$ cat src/rtl/upd_pkg.sv
// Package for the URL percent decoder: phase encoding, result and push types,
// queue sizing and the hex digit lookup. No dependencies.
`default_nettype none

package upd_pkg;

    localparam int unsigned BYTE_W     = 8;
    localparam int unsigned NIBBLE_W   = 4;
    localparam int unsigned QUEUE_DEPTH = 4;
    localparam int unsigned QPTR_W     = $clog2(QUEUE_DEPTH);
    localparam int unsigned QCNT_W     = $clog2(QUEUE_DEPTH + 1);

    localparam logic [BYTE_W-1:0] CHAR_PERCENT = 8'h25;
    localparam logic [BYTE_W-1:0] CHAR_PLUS    = 8'h2B;
    localparam logic [BYTE_W-1:0] CHAR_SPACE   = 8'h20;

    typedef enum logic [1:0] {
        PH_PLAIN = 2'd0,
        PH_PCT   = 2'd1,
        PH_DIGIT = 2'd2
    } phase_t;

    typedef enum logic [1:0] {
        PUSH_NONE = 2'd0,
        PUSH_ONE  = 2'd1,
        PUSH_TWO  = 2'd2
    } push_cnt_t;

    typedef struct packed {
        logic [BYTE_W-1:0] out_byte;
        logic              run_last;
    } result_t;

    typedef struct packed {
        push_cnt_t cnt;
        result_t   r0;
        result_t   r1;
    } push_t;

    typedef struct packed {
        logic                ok;
        logic [NIBBLE_W-1:0] val;
    } hex_t;

    function automatic hex_t hex_value(input logic [BYTE_W-1:0] c);
        hex_t h;
        h.ok  = 1'b1;
        h.val = '0;
        if (c >= 8'h30 && c <= 8'h39)
        begin
            h.val = NIBBLE_W'(c - 8'h30);
        end
        else if (c >= 8'h41 && c <= 8'h46)
        begin
            h.val = NIBBLE_W'(c - 8'h37);
        end
        else if (c >= 8'h61 && c <= 8'h66)
        begin
            h.val = NIBBLE_W'(c - 8'h57);
        end
        else
        begin
            h.ok = 1'b0;
        end
        return h;
    endfunction

endpackage

`default_nettype wire

$ cat src/rtl/upd_in_if.sv
// Input channel of the URL percent decoder: valid/ready plus one encoded byte.
// Depends on upd_pkg for widths.
`default_nettype none

interface upd_in_if;
    logic                       valid;
    logic                       ready;
    logic [upd_pkg::BYTE_W-1:0] in_byte;
    logic                       in_last;

    modport source (output valid, output in_byte, output in_last, input ready);
    modport sink   (input valid, input in_byte, input in_last, output ready);
endinterface

`default_nettype wire

$ cat src/rtl/upd_out_if.sv
// Output channel of the URL percent decoder: valid/ready plus one decoded byte.
// Depends on upd_pkg for widths.
`default_nettype none

interface upd_out_if;
    logic                       valid;
    logic                       ready;
    logic [upd_pkg::BYTE_W-1:0] out_byte;
    logic                       run_last;

    modport source (output valid, output out_byte, output run_last, input ready);
    modport sink   (input valid, input out_byte, input run_last, output ready);
endinterface

`default_nettype wire

$ cat src/rtl/upd_decode.sv
// Input register and escape decoder: holds the phase and the first hex digit,
// and turns each transaction into zero, one or two results. Depends on upd_pkg, upd_in_if.
`default_nettype none

module upd_decode
(
    input  wire logic      clk,
    input  wire logic      rst_n,
    upd_in_if.sink         in_item,
    input  wire logic      room,
    output upd_pkg::push_t push
);

    logic                         s1_valid_reg;
    logic [upd_pkg::BYTE_W-1:0]   s1_byte_reg;
    logic                         s1_last_reg;
    logic                         fire;
    logic                         accept;

    upd_pkg::phase_t              phase_reg;
    upd_pkg::phase_t              phase_next;
    logic [upd_pkg::NIBBLE_W-1:0] held_reg;
    logic [upd_pkg::NIBBLE_W-1:0] held_next;

    upd_pkg::hex_t                hex;
    logic                         is_pct;
    logic [upd_pkg::BYTE_W-1:0]   plain_byte;
    upd_pkg::push_t               push_raw;

    assign fire          = s1_valid_reg & room;
    assign in_item.ready = ~s1_valid_reg | room;
    assign accept        = in_item.valid & in_item.ready;

    always_ff @(posedge clk or negedge rst_n)
    begin
        if (!rst_n)
        begin
            s1_valid_reg <= 1'b0;
        end
        else if (in_item.ready)
        begin
            s1_valid_reg <= in_item.valid;
        end
    end

    always_ff @(posedge clk)
    begin
        if (accept)
        begin
            s1_byte_reg <= in_item.in_byte;
            s1_last_reg <= in_item.in_last;
        end
    end

    always_ff @(posedge clk or negedge rst_n)
    begin
        if (!rst_n)
        begin
            phase_reg <= upd_pkg::PH_PLAIN;
            held_reg  <= '0;
        end
        else if (fire)
        begin
            phase_reg <= phase_next;
            held_reg  <= held_next;
        end
    end

    assign hex        = upd_pkg::hex_value(s1_byte_reg);
    assign is_pct     = (s1_byte_reg == upd_pkg::CHAR_PERCENT);
    assign plain_byte = (s1_byte_reg == upd_pkg::CHAR_PLUS) ? upd_pkg::CHAR_SPACE : s1_byte_reg;

    // next phase
    always_comb
    begin
        phase_next = upd_pkg::PH_PLAIN;
        held_next  = held_reg;
        unique case (phase_reg)
            upd_pkg::PH_PCT:
            begin
                if (hex.ok)
                begin
                    if (!s1_last_reg)
                    begin
                        held_next  = hex.val;
                        phase_next = upd_pkg::PH_DIGIT;
                    end
                end
                else if (is_pct)
                begin
                    phase_next = upd_pkg::PH_PCT;
                end
            end
            upd_pkg::PH_DIGIT:
            begin
                if (!hex.ok && is_pct)
                begin
                    phase_next = upd_pkg::PH_PCT;
                end
            end
            default:
            begin
                if (is_pct)
                begin
                    phase_next = upd_pkg::PH_PCT;
                end
            end
        endcase
        if (s1_last_reg)
        begin
            phase_next = upd_pkg::PH_PLAIN;
        end
    end

    // results
    always_comb
    begin
        push_raw.cnt         = upd_pkg::PUSH_NONE;
        push_raw.r0.out_byte = plain_byte;
        push_raw.r0.run_last = 1'b0;
        push_raw.r1.out_byte = plain_byte;
        push_raw.r1.run_last = 1'b0;
        unique case (phase_reg)
            upd_pkg::PH_PCT:
            begin
                if (hex.ok)
                begin
                    if (s1_last_reg)
                    begin
                        push_raw.cnt         = upd_pkg::PUSH_ONE;
                        push_raw.r0.out_byte = upd_pkg::BYTE_W'(hex.val);
                    end
                end
                else if (!is_pct)
                begin
                    push_raw.cnt = upd_pkg::PUSH_ONE;
                end
            end
            upd_pkg::PH_DIGIT:
            begin
                if (hex.ok)
                begin
                    push_raw.cnt         = upd_pkg::PUSH_ONE;
                    push_raw.r0.out_byte = {held_reg, hex.val};
                end
                else
                begin
                    push_raw.r0.out_byte = upd_pkg::BYTE_W'(held_reg);
                    push_raw.cnt         = is_pct ? upd_pkg::PUSH_ONE : upd_pkg::PUSH_TWO;
                end
            end
            default:
            begin
                if (!is_pct)
                begin
                    push_raw.cnt = upd_pkg::PUSH_ONE;
                end
            end
        endcase
        push_raw.r0.run_last = (push_raw.cnt == upd_pkg::PUSH_ONE);
        push_raw.r1.run_last = (push_raw.cnt == upd_pkg::PUSH_TWO);
        if (!fire)
        begin
            push_raw.cnt = upd_pkg::PUSH_NONE;
        end
    end

    assign push = push_raw;

endmodule

`default_nettype wire

$ cat src/rtl/upd_outq.sv
// Result queue: takes up to two results per cycle, drives one per transaction
// on the output channel. Depends on upd_pkg, upd_out_if.
`default_nettype none

module upd_outq
(
    input  wire logic           clk,
    input  wire logic           rst_n,
    input  wire upd_pkg::push_t push,
    output logic                room,
    upd_out_if.source           out_item
);

    upd_pkg::result_t            mem_reg [upd_pkg::QUEUE_DEPTH];
    logic [upd_pkg::QPTR_W-1:0]  wr_ptr_reg;
    logic [upd_pkg::QPTR_W-1:0]  wr_ptr_next;
    logic [upd_pkg::QPTR_W-1:0]  wr_ptr_alt;
    logic [upd_pkg::QPTR_W-1:0]  rd_ptr_reg;
    logic [upd_pkg::QCNT_W-1:0]  count_reg;
    logic [upd_pkg::QCNT_W-1:0]  count_next;
    logic                        pop;
    logic [upd_pkg::QCNT_W-1:0]  push_n;

    assign room     = (count_reg <= upd_pkg::QCNT_W'(upd_pkg::QUEUE_DEPTH - 2));
    assign pop      = out_item.valid & out_item.ready;
    assign push_n   = upd_pkg::QCNT_W'(push.cnt);
    assign wr_ptr_alt  = wr_ptr_reg + upd_pkg::QPTR_W'(1);
    assign wr_ptr_next = wr_ptr_reg + upd_pkg::QPTR_W'(push_n);
    assign count_next  = count_reg + push_n - upd_pkg::QCNT_W'(pop);

    assign out_item.valid    = (count_reg != '0);
    assign out_item.out_byte = mem_reg[rd_ptr_reg].out_byte;
    assign out_item.run_last = mem_reg[rd_ptr_reg].run_last;

    always_ff @(posedge clk or negedge rst_n)
    begin
        if (!rst_n)
        begin
            wr_ptr_reg <= '0;
            rd_ptr_reg <= '0;
            count_reg  <= '0;
        end
        else
        begin
            wr_ptr_reg <= wr_ptr_next;
            count_reg  <= count_next;
            if (pop)
            begin
                rd_ptr_reg <= rd_ptr_reg + upd_pkg::QPTR_W'(1);
            end
        end
    end

    always_ff @(posedge clk)
    begin
        if (push.cnt != upd_pkg::PUSH_NONE)
        begin
            mem_reg[wr_ptr_reg] <= push.r0;
        end
        if (push.cnt == upd_pkg::PUSH_TWO)
        begin
            mem_reg[wr_ptr_alt] <= push.r1;
        end
    end

endmodule

`default_nettype wire

$ cat src/rtl/url_percent_decoder_core.sv
// URL percent decoder top level: input register and decoder feeding a 4-entry result queue.
// An accepted byte passes the input register, then the result queue, on its way to the output.
// Throughput: one input byte per cycle while the queue has room for two results; the
// decoder stalls otherwise. A bad escape's second result takes its own output transfer.
// Reset: rst_n clears the phase to plain text, the held digit and the queue.
// Depends on upd_pkg, upd_in_if, upd_out_if, upd_decode, upd_outq.
`default_nettype none

module url_percent_decoder_core
(
    input  wire logic  clk,
    input  wire logic  rst_n,
    upd_in_if.sink     in_item,
    upd_out_if.source  out_item
);

    upd_pkg::push_t push;
    logic           room;

    upd_decode u_decode
    (
        .clk     (clk),
        .rst_n   (rst_n),
        .in_item (in_item),
        .room    (room),
        .push    (push)
    );

    upd_outq u_outq
    (
        .clk      (clk),
        .rst_n    (rst_n),
        .push     (push),
        .room     (room),
        .out_item (out_item)
    );

endmodule

`default_nettype wire

$ cat src/flat_wrapper.sv
// flat-port wrapper written by rule: the top's interface ports become plain ports
module url_percent_decoder_core_flat 
  (clk, rst_n, in_item_valid, in_item_in_byte, in_item_in_last, in_item_ready, out_item_valid, out_item_out_byte, out_item_run_last, out_item_ready);
  upd_in_if in_item_i ();
  upd_out_if out_item_i ();
  input  wire logic clk;
  input  wire logic rst_n;
  input wire logic [$bits(in_item_i.valid)-1:0] in_item_valid;
  input wire logic [$bits(in_item_i.in_byte)-1:0] in_item_in_byte;
  input wire logic [$bits(in_item_i.in_last)-1:0] in_item_in_last;
  output wire logic [$bits(in_item_i.ready)-1:0] in_item_ready;
  output wire logic [$bits(out_item_i.valid)-1:0] out_item_valid;
  output wire logic [$bits(out_item_i.out_byte)-1:0] out_item_out_byte;
  output wire logic [$bits(out_item_i.run_last)-1:0] out_item_run_last;
  input wire logic [$bits(out_item_i.ready)-1:0] out_item_ready;
  assign in_item_i.valid = in_item_valid;
  assign in_item_i.in_byte = in_item_in_byte;
  assign in_item_i.in_last = in_item_in_last;
  assign in_item_ready = in_item_i.ready;
  assign out_item_valid = out_item_i.valid;
  assign out_item_out_byte = out_item_i.out_byte;
  assign out_item_run_last = out_item_i.run_last;
  assign out_item_i.ready = out_item_ready;
  url_percent_decoder_core u_core (.clk(clk), .rst_n(rst_n), .in_item(in_item_i), .out_item(out_item_i));
endmodule
$ cat config.mk
export PLATFORM = sky130hd
export DESIGN_NAME = url_percent_decoder_core_flat
export DESIGN_NICKNAME = d
export VERILOG_FILES = /design/src/rtl/upd_pkg.sv /design/src/rtl/upd_in_if.sv /design/src/rtl/upd_out_if.sv /design/src/rtl/upd_decode.sv /design/src/rtl/upd_outq.sv /design/src/rtl/url_percent_decoder_core.sv /design/src/flat_wrapper.sv
export SDC_FILE = /design/constraint.sdc
export NUM_CORES = 1
export LEC_CHECK = 0
export BUFFER_PORTS_ARGS = -buffer_cell sky130_fd_sc_hd__buf_2
export CORE_UTILIZATION = 54
export CTS_CLUSTER_DIAMETER = 60
export DETAILED_ROUTE_END_ITERATION = 8
export PLACE_DENSITY = 0.82
export SYNTH_ARGS = -nofsm -noshare
export SYNTH_HDL_FRONTEND = slang
export SYNTH_SLANG_ARGS = --single-unit
$ cat constraint.sdc
create_clock -name clk -period 3.5 [get_ports clk]
set_clock_uncertainty 0.15 [all_clocks]
set_input_delay 0.175 -clock clk [delete_from_list [all_inputs] [get_ports clk]]
set_output_delay 0.175 -clock clk [all_outputs]
set_load 0.05 [all_outputs]
==> out/summary.txt, run 1 <==
EDFF count, synth - 45
# fillers - 433
Critical path endpoint category - register
Cell row count - 28
Synth Cell Area - 3299 um2
WS Path Type - register to register
Post-synthesis adder-cell area fraction - 0.04020
Status - completed
Drt pass-1 iters - 4
Setup_tns - 0 ns
Post-layout util - 0.6608
Post-synthesis xor/xnor area fraction - 0.01593
Die area - 6426 um2
Vias - 2404
Fin crit share - 0.9613
Top cells by area, synth - edfxtp_1, dfrtp_1, mux4_2, a32o_1, ha_1
Max Cap Viol - 0
WP data arrival - 3.44 ns
Sequential fraction of the synthesis area - 0.5157
Most common cell after layout, fill and taps aside - edfxtp_1
Clk pwr share - 0.203
Asr flop ratio synth - 0.2373
Most frequent cells in the layout - edfxtp_1, buf_2, nand2_1
Register area - 1702 um2
Total GRT Usage - 0.2406
Simple-Gate Fraction of Synth Area - 0.1445
Critical Path Fanout Max - 3
Netlist cell types - 55
Total Wirelength - 7025 um
Layout cell share with drive strength beyond 1 - 0.2555
Number of global-route vias before repair - 2311
Fin. Hold Viols - 0
Vias/cell - 6.071
Synthesis-to-finish area growth - 18.58%
CTS tree - yes
Final setup margin - 0.1355 ns
Die Y - 80.17 um
Skew-Pair Late Insertion Delay - 0.34 ns
Synth Flop Type - edfxtp_1
Startpoint types - register
Measured slew at the worst slew-check pin - 1.017 ns
Proportion of synthesized area in mux cells - 0.07660
Cells after Synth - 266
Max reg flops - 36
Power Total - 2817 uW
Drt initial violations - 148
R2R Setup Slk - 0.14 ns
VDD IR-drop max - 497.1 uV
Largest net degree at the start of global routing - 21
Die X - 80.17 um
Post-layout min period - 3.364 ns
Worst slew margin - 0.3205
Endpoints failing setup - 0
Clock root buffer - clkbuf_8
Switching Share - 0.3894
Detailed placement HPWL - 5143 um
Clk slew on worst S/H paths - 0.06 ns
Initial antenna violation count - 0
Compound-cell area share of the yosys netlist - 0.1794
Syn Nets - 289
Routed Antenna Nets - 0
Nets@finish - 340
Hold WC Path Type - input pin to register
Htree depth - 3
Clock sinks - 59
FMAX - 0.2972 GHz
Slew Viols, Final - 0
CTS buffer count - 9
Internal - 1720 uW
DRC Markers - 0
# port buffers - 23
Pleak - 0.001433 uW
Routed len/inst - 17.74 um
Comb pwr share - 0.403
Flop pwr share - 0.394
Footprint of the multi-input gates - 1544 um2
Number of synthesized register bits - 59
Grt ovf - 0
GP Congestion - 0.9283
Largest family of logic cells by synthesized area - compound AO/OA/AOI/OAI gates
Maximum clock path buffer count - 2
RSZ-0062 raised after global routing - false
Leading area contributor after synthesis - edfxtp_1
Ant diodes - 0
Core Footprint - 5921 um2
I/O pin count - 24
Worst path required time - 3.57 ns
Net Sw Power - 1097 uW
Setup WS pre-CTS - 0.09550 ns
Synth warn - 0
First-pass GRT wire length - 11280 um
Power Density - 719.9 nW/um2
Post-Syn Area per Cell - 12.40 um2
Starting Density - 0.5573
Synth top area share - 0.4096
==> cell families after synthesis <==
family	after synthesis
and+or+nand+nor	85
AOI/OAI and AO/OA	70
DFF	59
buffers and inverters	22
muxes	14
adders and majority gates	10
xor gates and xnor gates	6
==> worst paths after layout <==
| kind | from | to | cells after the start |
|---|---|---|---|
| worst max-delay path | u_core.u_decode.s1_byte_reg[0]$_DFFE_PP_ | u_core.u_outq.count_reg[2]$_DFF_PN0_ | 14 |
| worst min-delay path | out_item_ready | u_core.u_outq.rd_ptr_reg[0]$_DFFE_PN0P_ | 3 |
| worst max register to register | u_core.u_decode.s1_byte_reg[0]$_DFFE_PP_ | u_core.u_outq.count_reg[2]$_DFF_PN0_ | 14 |
| worst min register to register | u_core.u_outq.count_reg[2]$_DFF_PN0_ | u_core.u_outq.count_reg[2]$_DFF_PN0_ | 1 |
| max in group asynchronous | rst_n | u_core.u_decode.held_reg[2]$_DFFE_PN0P_ | 2 |
| min in group asynchronous | rst_n | u_core.u_decode.held_reg[1]$_DFFE_PN0P_ | 2 |
==> worst max-delay path: stages (launching register included) <==
cell	delay (ns)
edfxtp_1	0.46
inv_2	0.11
ha_4	0.15
or3b_4	0.38
nand4_1	0.10
a21oi_1	0.09
and2_1	0.17
or4_4	0.51
ha_1	0.28
inv_1	0.05
ha_1	0.13
inv_1	0.05
fa_2	0.33
xor2_1	0.18
xnor2_1	0.13
==> synthesized netlist by cell type (3+ instances only) <==
cell type  number
edfxtp_1       45
nand2_1        21
nand2b_1       16
dfrtp_1        14
nor2_1         13
o22ai_1        13
a32o_1         12
inv_1          10
a21oi_1         9
clkbuf_1        9
ha_1            9
mux4_2          9
a31oi_1         7
a21o_1          6
nand3_1         6
mux2i_1         5
and2_1          4
o21bai_1        4
xnor2_1         4
a2111oi_4       3
and3_1          3
nor3_1          3
o21ai_0         3
o21ai_1         3
==> stage by stage <==
| step | hold WS (ns) | area (um2) | std cells |
|---|---|---|---|
| after detailed placement | -0.05236 | 3570 | 367 |
| after global routing | 0.1112 | 3913 | 396 |
| after floorplan | -0.2706 | 3302 | 266 |
| after global placement | -0.05711 | 3570 | 367 |
| final | 0.06368 | 3913 | 396 |
| after CTS | 0.05775 | 3855 | 393 |
==> layout make-up <==
type	count	area share
Sequential cell	59	0.4349
Tap cell	75	0.02398
Inverter	10	0.009594
Multi-Input combinational cell	185	0.3946
Clock inverter	3	0.01023
Timing Repair Buffer	52	0.09210
Clock buffer	12	0.03454
==> per-layer routing <==
metal,GRT usage,wire length [um],vias to the layer above
li1,-,-,1146
met1,0.3007,2968,1163
met2,0.4000,3520,83
met3,0.05909,399,12
met4,0.09643,136,0
met5,0,0,-
==> power by group through the flow <==
stage	Clock [uW]	Combinational (uW)	Sequential, uW
CTS	578	1100	1120
global route	611	1230	1130
detailed placement	0	1090	1130
floorplan	0	931	1030
finish	571	1140	1110
global placement	0	1060	1110
==> timing repair <==
action,CTS,global route
setup buffers,0,3
gates resized for setup,0,9
endpoints found under the hold margin,24,0
endpoints found under the setup margin,0,1
hold buffers,11,0
Note: power is estimated with default switching activity, not from simulation.
==> run 2, diff against run 1 <==
--- a/config.mk
+++ b/config.mk
@@ -5,11 +5,12 @@
 export SDC_FILE = /design/constraint.sdc
 export NUM_CORES = 1
 export LEC_CHECK = 0
+export ABC_AREA = 1
 export BUFFER_PORTS_ARGS = -buffer_cell sky130_fd_sc_hd__buf_2
-export CORE_UTILIZATION = 54
+export CORE_UTILIZATION = 55
 export CTS_CLUSTER_DIAMETER = 60
 export DETAILED_ROUTE_END_ITERATION = 8
-export PLACE_DENSITY = 0.82
+export PLACE_DENSITY = 0.84
 export SYNTH_ARGS = -nofsm -noshare
 export SYNTH_HDL_FRONTEND = slang
 export SYNTH_SLANG_ARGS = --single-unit
==> run 2 against run 1 <==
Compared with the run above: via count increased by 15%; sequential cell count did not move; synthesized cell count rose by 44%; routed wire length up 3.6%; critical path depth up 2.
==> out/summary.txt, run 2 <==
Number of synthesized register bits - 59 (unchanged)
Asr flop ratio synth - 0.2373 (unchanged)
Synth top area share - 0.3924 (was 0.4096)
Footprint of the multi-input gates - 1484 um2 (was 1544 um2)
Grt ovf - 0 (unchanged)
Total Wirelength - 7281 um (was 7025 um)
RSZ-0062 raised after global routing - false (unchanged)
Worst path required time - 3.61 ns (was 3.57 ns)
Layout cell share with drive strength beyond 1 - 0.1671 (was 0.2555)
WP data arrival - 3.19 ns (was 3.44 ns)
Top cells by area, synth - edfxtp_1, nand2_1, dfrtp_1, nand4_1, nor2_1 (was edfxtp_1, dfrtp_1, mux4_2, a32o_1, ha_1)
Routed len/inst - 14.74 um (was 17.74 um)
Synth Flop Type - edfxtp_1 (unchanged)
Post-Syn Area per Cell - 8.990 um2 (was 12.40 um2)
Drt initial violations - 285 (was 148)
Total GRT Usage - 0.2459 (was 0.2406)
Worst setup path end - u_core.u_outq.count_reg[2]$_DFF_PN0_ (unchanged)
Initial antenna violation count - 0 (unchanged)
Clk slew on worst S/H paths - 0.07 ns (was 0.06 ns)
Fin crit share - 0.8797 (was 0.9613)
WS Path Type - register to register (unchanged)
VDD IR-drop max - 517.1 uV (was 497.1 uV)
GP Congestion - 0.8429 (was 0.9283)
R2r endpoint - u_core.u_outq.count_reg[2]$_DFF_PN0_ (unchanged)
Leading area contributor after synthesis - edfxtp_1 (unchanged)
Starting Density - 0.5748 (was 0.5573)
Crit path cell chain - inv_1 -> ha_1 -> nand2_1 -> nand3_2 -> nand2_4 -> nand3_2 -> a21oi_1 -> nand2_4 -> nand3_2 -> ha_1 -> inv_1 -> ha_1 -> inv_1 -> fa_1 -> xnor2_1 -> xor2_1 (was inv_2 -> ha_4 -> or3b_4 -> nand4_1 -> a21oi_1 -> and2_1 -> or4_4 -> ha_1 -> inv_1 -> ha_1 -> inv_1 -> fa_2 -> xor2_1 -> xnor2_1)
FMAX - 0.3248 GHz (was 0.2972 GHz)
First-pass GRT wire length - 11940 um (was 11280 um)
Most frequent cells in the layout - nand2_1, edfxtp_1, nor2_1 (was edfxtp_1, buf_2, nand2_1)
Skew-Pair Late Insertion Delay - 0.34 ns (about the same)
Count leader, synth - nand2_1 (was edfxtp_1)
Synth warn - 0 (unchanged)
Slew Viols, Final - 0 (unchanged)
Core Footprint - 5991 um2 (was 5921 um2)
Fin. Hold Viols - 0 (unchanged)
Non-filler cells in the finished layout - 494 (was 396)
Die X - 81.13 um (was 80.17 um)
Synth top cells by count - nand2_1, edfxtp_1, nor2_1, nand4_1, inv_1 (was edfxtp_1, nand2_1, nand2b_1, dfrtp_1)
Cells after Synth - 383 (was 266)
Sequential fraction of the synthesis area - 0.4942 (was 0.5157)
R2R depth - 16 (was 14)
Crit path depth - 16 (was 14)
R2R Setup Slk - 0.42 ns (was 0.14 ns)
Synth Cell Area - 3443 um2 (was 3299 um2)
# port buffers - 23 (unchanged)
Status - completed (unchanged)
Worst slew margin - 0.4271 (was 0.3205)
Hold slack - 0.07729 ns (was 0.06368 ns)
Critical Path Fanout Max - 6 (was 3)
EDFF count, synth - 45 (unchanged)
Drt pass-1 iters - 5 (was 4)
Number of global-route vias before repair - 2559 (was 2311)
Setup bufs post-CTS - 0 (unchanged)
Placed cells - 467 (was 367)
Pleak - 0.001650 uW (was 0.001433 uW)
Routed Antenna Nets - 0 (unchanged)
Die area - 6581 um2 (was 6426 um2)
Worst Path Buf+Inv - 3 (unchanged)
Vias/cell - 5.617 (was 6.071)
Vias - 2775 (was 2404)
Nets@finish - 437 (was 340)
Die Y - 81.13 um (was 80.17 um)
DRC Markers - 0 (unchanged)
RR Startpoint - u_core.u_decode.s1_byte_reg[0]$_DFFE_PP_ (unchanged)
Htree depth - 3 (unchanged)
Maximum clock path buffer count - 2 (unchanged)
Largest net degree at the start of global routing - 38 (was 21)
Measured slew at the worst slew-check pin - 0.8593 ns (was 1.017 ns)
Startpoint types - register (unchanged)
Clock root buffer - clkbuf_8 (unchanged)
Slowest cell on the critical path - edfxtp_1 (was or4_4)
Max Cap Viol - 0 (unchanged)
Detailed placement HPWL - 5209 um (was 5143 um)
Netlist cell types - 34 (was 55)
Ant diodes - 0 (unchanged)
Critical path endpoint category - register (unchanged)
Endpoints failing setup - 0 (unchanged)
I/O pin count - 24 (unchanged)
# fillers - 468 (was 433)
Cell family with most CP delay - adder cells (was simple AND/OR/NAND/NOR gates)
Most common cell after layout, fill and taps aside - nand2_1 (was edfxtp_1)
Max reg flops - 36 (unchanged)
Max stage delay on crit path - 0.41 ns (was 0.51 ns)
Clock sinks - 59 (unchanged)
Crit path launch - u_core.u_decode.s1_byte_reg[0]$_DFFE_PP_ (unchanged)
Register area - 1702 um2 (unchanged)
Post-layout min period - 3.079 ns (was 3.364 ns)
Hold WC Path Type - input pin to register (unchanged)
Setup_tns - 0 ns (unchanged)
Synthesis-to-finish area growth - 10.83% (was 18.58%)
CTS buffer count - 9 (unchanged)
CTS tree - yes (unchanged)
Syn Nets - 406 (was 289)
Power Density - 778.8 nW/um2 (was 719.9 nW/um2)
Cell row count - 28 (unchanged)
## run 2: cell type report
class	count	share of cell area
sequential	59	0.4459
multi-input combinational	274	0.3889
timing repair buffer	36	0.06295
inverter	34	0.03344
clock buffer	9	0.03246
tap	75	0.02459
clock inverter	7	0.01180
## run 2: repair_timing
action                                 CTS  global route
endpoints found under the hold margin   24             0
resized for setup                        0             0
hold buffers                            11             0
## run 2: power breakdown
part | internal [uW] | switching, uW
Clock | 253 | 273
Combinational | 349 | 996
Sequential | 982 | 120
Total | 1580 | 1390
## run 2: layer usage
metal,global-route usage,part of all wire,vias to the layer above
met5,0,0,-
met3,0.06067,0.057,16
met4,0.1071,0.024,0
li1,-,-,1372
met1,0.3115,0.45,1261
met2,0.3992,0.47,126
## run 2: worst min path at each step
stage	startpoint	end	slack, ns	cells after the start
finish	out_item_ready	u_core.u_outq.rd_ptr_reg[0]$_DFFE_PN0P_	0.08	4
floorplan	rst_n	u_core.u_decode.held_reg[0]$_DFFE_PN0P_	-0.27	0
global placement	rst_n	u_core.u_decode.s1_valid_reg$_DFFE_PN0N_	-0.06	1
detailed placement	rst_n	u_core.u_outq.count_reg[1]$_DFF_PN0_	-0.05	1
global route	out_item_ready	u_core.u_outq.rd_ptr_reg[1]$_DFFE_PN0P_	0.13	4
CTS	out_item_ready	u_core.u_outq.rd_ptr_reg[0]$_DFFE_PN0P_	0.07	4
## run 2: per-stage QoR
stage | worst slack, ns | utilization | power [uW] | area (um2)
floorplan | 0.6493 | - | 2136 | 3443
global placement | 0.5718 | 0.5904 | 2391 | 3537
detailed placement | 0.4194 | 0.5904 | 2445 | 3537
CTS | 0.4241 | 0.6370 | 2978 | 3816
global route | 0.2536 | 0.6370 | 3163 | 3816
finish | 0.4212 | 0.6370 | 2972 | 3816
## run 2: worst min-delay path: cells and delay by family
kind,cells,cell delay [ns]
and+or+nand+nor,3,0.25
buffers and inverters,1,0.09
## run 2: kinds of logic (layout without fill, tap and decap cells)
| group | after synthesis | count (layout) | share of synthesized area |
|---|---|---|---|
| buffers and inverters | 50 | 86 | 0.07485 |
| xor gates and xnor gates | 5 | 5 | 0.01272 |
| AOI/OAI and AO/OA | 43 | 43 | 0.07050 |
| and+or+nand+nor | 216 | 216 | 0.3092 |
| DFF | 59 | 59 | 0.4942 |
| adders and majority gates | 10 | 10 | 0.03852 |
==> run 3, diff against run 2 <==
==> constraint.sdc (replaced) <==
create_clock -name clk -period 3.5 [get_ports clk]
set_clock_uncertainty 0.15 [all_clocks]
set_input_delay 0.875 -clock clk [delete_from_list [all_inputs] [get_ports clk]]
set_output_delay 0.875 -clock clk [all_outputs]
set_load 0.05 [all_outputs]
==> run 3 against run 2 <==
Compared with the run above: final cell count decreased by 2.2%; power increased by 4.4%; combinational power about the same; global-route usage decreased by 0.21 points; critical path type unchanged; highest routed layer unchanged.
==> out/summary.txt, run 3 (synthesis gave the netlist of run 2 again) <==
Total Wirelength - 7234 um (was 7281 um)
Max stage delay on crit path - 0.42 ns (was 0.41 ns)
Routed wl met3 - 369 um (was 413 um)
Worst path required time - 3.61 ns (about the same)
Setup_tns - 0 ns (unchanged)
WP data arrival - 3.26 ns (was 3.19 ns)
GP Congestion - 0.8423 (was 0.8429)
Synthesis-to-finish area growth - 8.757% (was 10.83%)
Layout cell share with drive strength beyond 1 - 0.1642 (was 0.1671)
Most common cell after layout, fill and taps aside - nand2_1 (unchanged)
# resized after CTS - 0 (unchanged)
Vias - 2753 (was 2775)
Max reg flops - 36 (unchanged)
Initial antenna violation count - 0 (unchanged)
Cell row count - 28 (unchanged)
Routed Antenna Nets - 0 (unchanged)
Skew-Pair Late Insertion Delay - 0.34 ns (about the same)
Non-filler cells in the finished layout - 483 (was 494)
Drt initial violations - 293 (was 285)
Most frequent cells in the layout - nand2_1, edfxtp_1, nor2_1 (unchanged)
RSZ-0062 raised after global routing - false (unchanged)
Largest net degree at the start of global routing - 38 (unchanged)
Clock root buffer - clkbuf_8 (unchanged)
Slowest cell on the critical path - edfxtp_1 (unchanged)
Drt pass-1 iters - 5 (unchanged)
Critical path endpoint category - register (unchanged)
DRC Markers - 0 (unchanged)
Endpoints failing setup - 0 (unchanged)
Clk slew on worst S/H paths - 0.07 ns (about the same)
Grt ovf - 0 (unchanged)
VDD IR-drop max - 443.9 uV (was 517.1 uV)
Hold WC Path Type - input pin to async pin (was input pin to register)
Startpoint types - register (unchanged)
Power Total - 3103 uW (was 2972 uW)
Maximum clock path buffer count - 2 (unchanged)
Fin crit share - 0.9004 (was 0.8797)
Ant diodes - 0 (unchanged)
Pleak - 0.001617 uW (was 0.001650 uW)
Setup bufs post-CTS - 0 (unchanged)
Area after DPL - 3537 um2 (unchanged)
Die area - 6581 um2 (unchanged)
DR top layer - met4 (unchanged)
Hold_buf cts - 0 (was 11)
Max Cap Viol - 0 (unchanged)
I/O pin count - 24 (unchanged)
Nets@finish - 426 (was 437)
Critical Path Fanout Max - 6 (unchanged)
Post-layout min period - 3.151 ns (was 3.079 ns)
Met2 routed WL - 3437 um (was 3443 um)
CTS tree - yes (unchanged)
Final Cell Area - 3745 um2 (was 3816 um2)
# port buffers - 23 (unchanged)
Clock sinks - 59 (unchanged)
Worst Path Buf+Inv - 3 (unchanged)
Core Footprint - 5991 um2 (unchanged)
FMAX - 0.3173 GHz (was 0.3248 GHz)
Measured slew at the worst slew-check pin - 0.8701 ns (was 0.8593 ns)
Worst slew margin - 0.4200 (was 0.4271)
Starting Density - 0.5748 (unchanged)
First-pass GRT wire length - 11690 um (was 11940 um)
WS Path Type - register to register (unchanged)
Total GRT Usage - 0.2439 (was 0.2459)
Number of global-route vias before repair - 2479 (was 2559)
Fin. Hold Viols - 0 (unchanged)
CTS buffer count - 9 (unchanged)
Routed len/inst - 14.98 um (was 14.74 um)
Power Density - 828.5 nW/um2 (was 778.8 nW/um2)
Htree depth - 3 (unchanged)
Vias/cell - 5.700 (was 5.617)
Die Y - 81.13 um (unchanged)
Crit path cell chain - inv_1 -> ha_1 -> nand2_1 -> nand3_2 -> nand2_4 -> nand3_2 -> a21oi_1 -> nand2_4 -> nand3_2 -> ha_1 -> inv_1 -> ha_1 -> inv_1 -> fa_1 -> xnor2_1 -> xor2_1 (unchanged)
# fillers - 480 (was 468)
M1 WL - 3171 um (was 3249 um)
Placed cells - 467 (unchanged)
Detailed placement HPWL - 5224 um (was 5209 um)
Die X - 81.13 um (unchanged)
Hold slack - 0.2720 ns (was 0.07729 ns)
Status - completed (unchanged)
Slew Viols, Final - 0 (unchanged)
Cell family with most CP delay - adder cells (unchanged)
run 3: layout make-up:
| cell class | instances | area (um2) | share of cell area |
|---|---|---|---|
| clock inverter | 6 | 80.08 | 0.02138 |
| multi-input combinational | 274 | 1484 | 0.3963 |
| tap | 75 | 93.84 | 0.02506 |
| sequential | 59 | 1702 | 0.4544 |
| inverter | 34 | 127.6 | 0.03408 |
| timing repair buffer | 25 | 130.1 | 0.03475 |
| clock buffer | 10 | 127.6 | 0.03408 |
run 3: final timing paths:
path / start / cells past startpoint / slack (ns) / end
worst min register to register: u_core.u_outq.count_reg[0]$_DFF_PN0_ / 1 / 0.35 / u_core.u_outq.count_reg[0]$_DFF_PN0_
worst max-delay path: u_core.u_decode.s1_byte_reg[0]$_DFFE_PP_ / 16 / 0.35 / u_core.u_outq.count_reg[2]$_DFF_PN0_
worst max register to register: u_core.u_decode.s1_byte_reg[0]$_DFFE_PP_ / 16 / 0.35 / u_core.u_outq.count_reg[2]$_DFF_PN0_
worst min-delay path: rst_n / 1 / 0.27 / u_core.u_outq.wr_ptr_reg[1]$_DFF_PN0_
max in group asynchronous: rst_n / 1 / 2.69 / u_core.u_decode.held_reg[3]$_DFFE_PN0P_
min in group clk: u_core.u_outq.count_reg[0]$_DFF_PN0_ / 1 / 0.35 / u_core.u_outq.count_reg[0]$_DFF_PN0_
run 3: worst register-to-register path: cells and delay by family, from the launching register on:
kind                     cells  cell delay (ns)
adder cells (fa/ha/maj)      4             0.97
buffers and inverters        3             0.21
AO/OA/AOI/OAI                1             0.27
AND/OR/NAND/NOR              6             0.71
XOR/XNOR                     2             0.35
flip-flops                   1             0.42
run 3: where the power goes:
part	switching, uW	total, uW	internal [uW]	leakage [uW]
sequential	123	1100	982	0.000586
combinational	999	1340	341	0.000930
clock	263	658	395	0.000101
total	1390	3100	1720	0.00162
run 3: metal layers:
layer,track usage,vias to the layer above
met5,0,-
met4,0.1304,0
met3,0.03820,31
met2,0.4008,108
met1,0.3092,1261
li1,-,1353
run 3: metrics by stage:
stage	util	setup WS (ns)
3_5_place_dp	0.5904	0.4391
6_report	0.6251	0.3487
3_3_place_gp	0.5904	0.5711
4_1_cts	0.6251	0.3756
5_1_grt	0.6251	0.1066
2_1_floorplan	-	0.6493
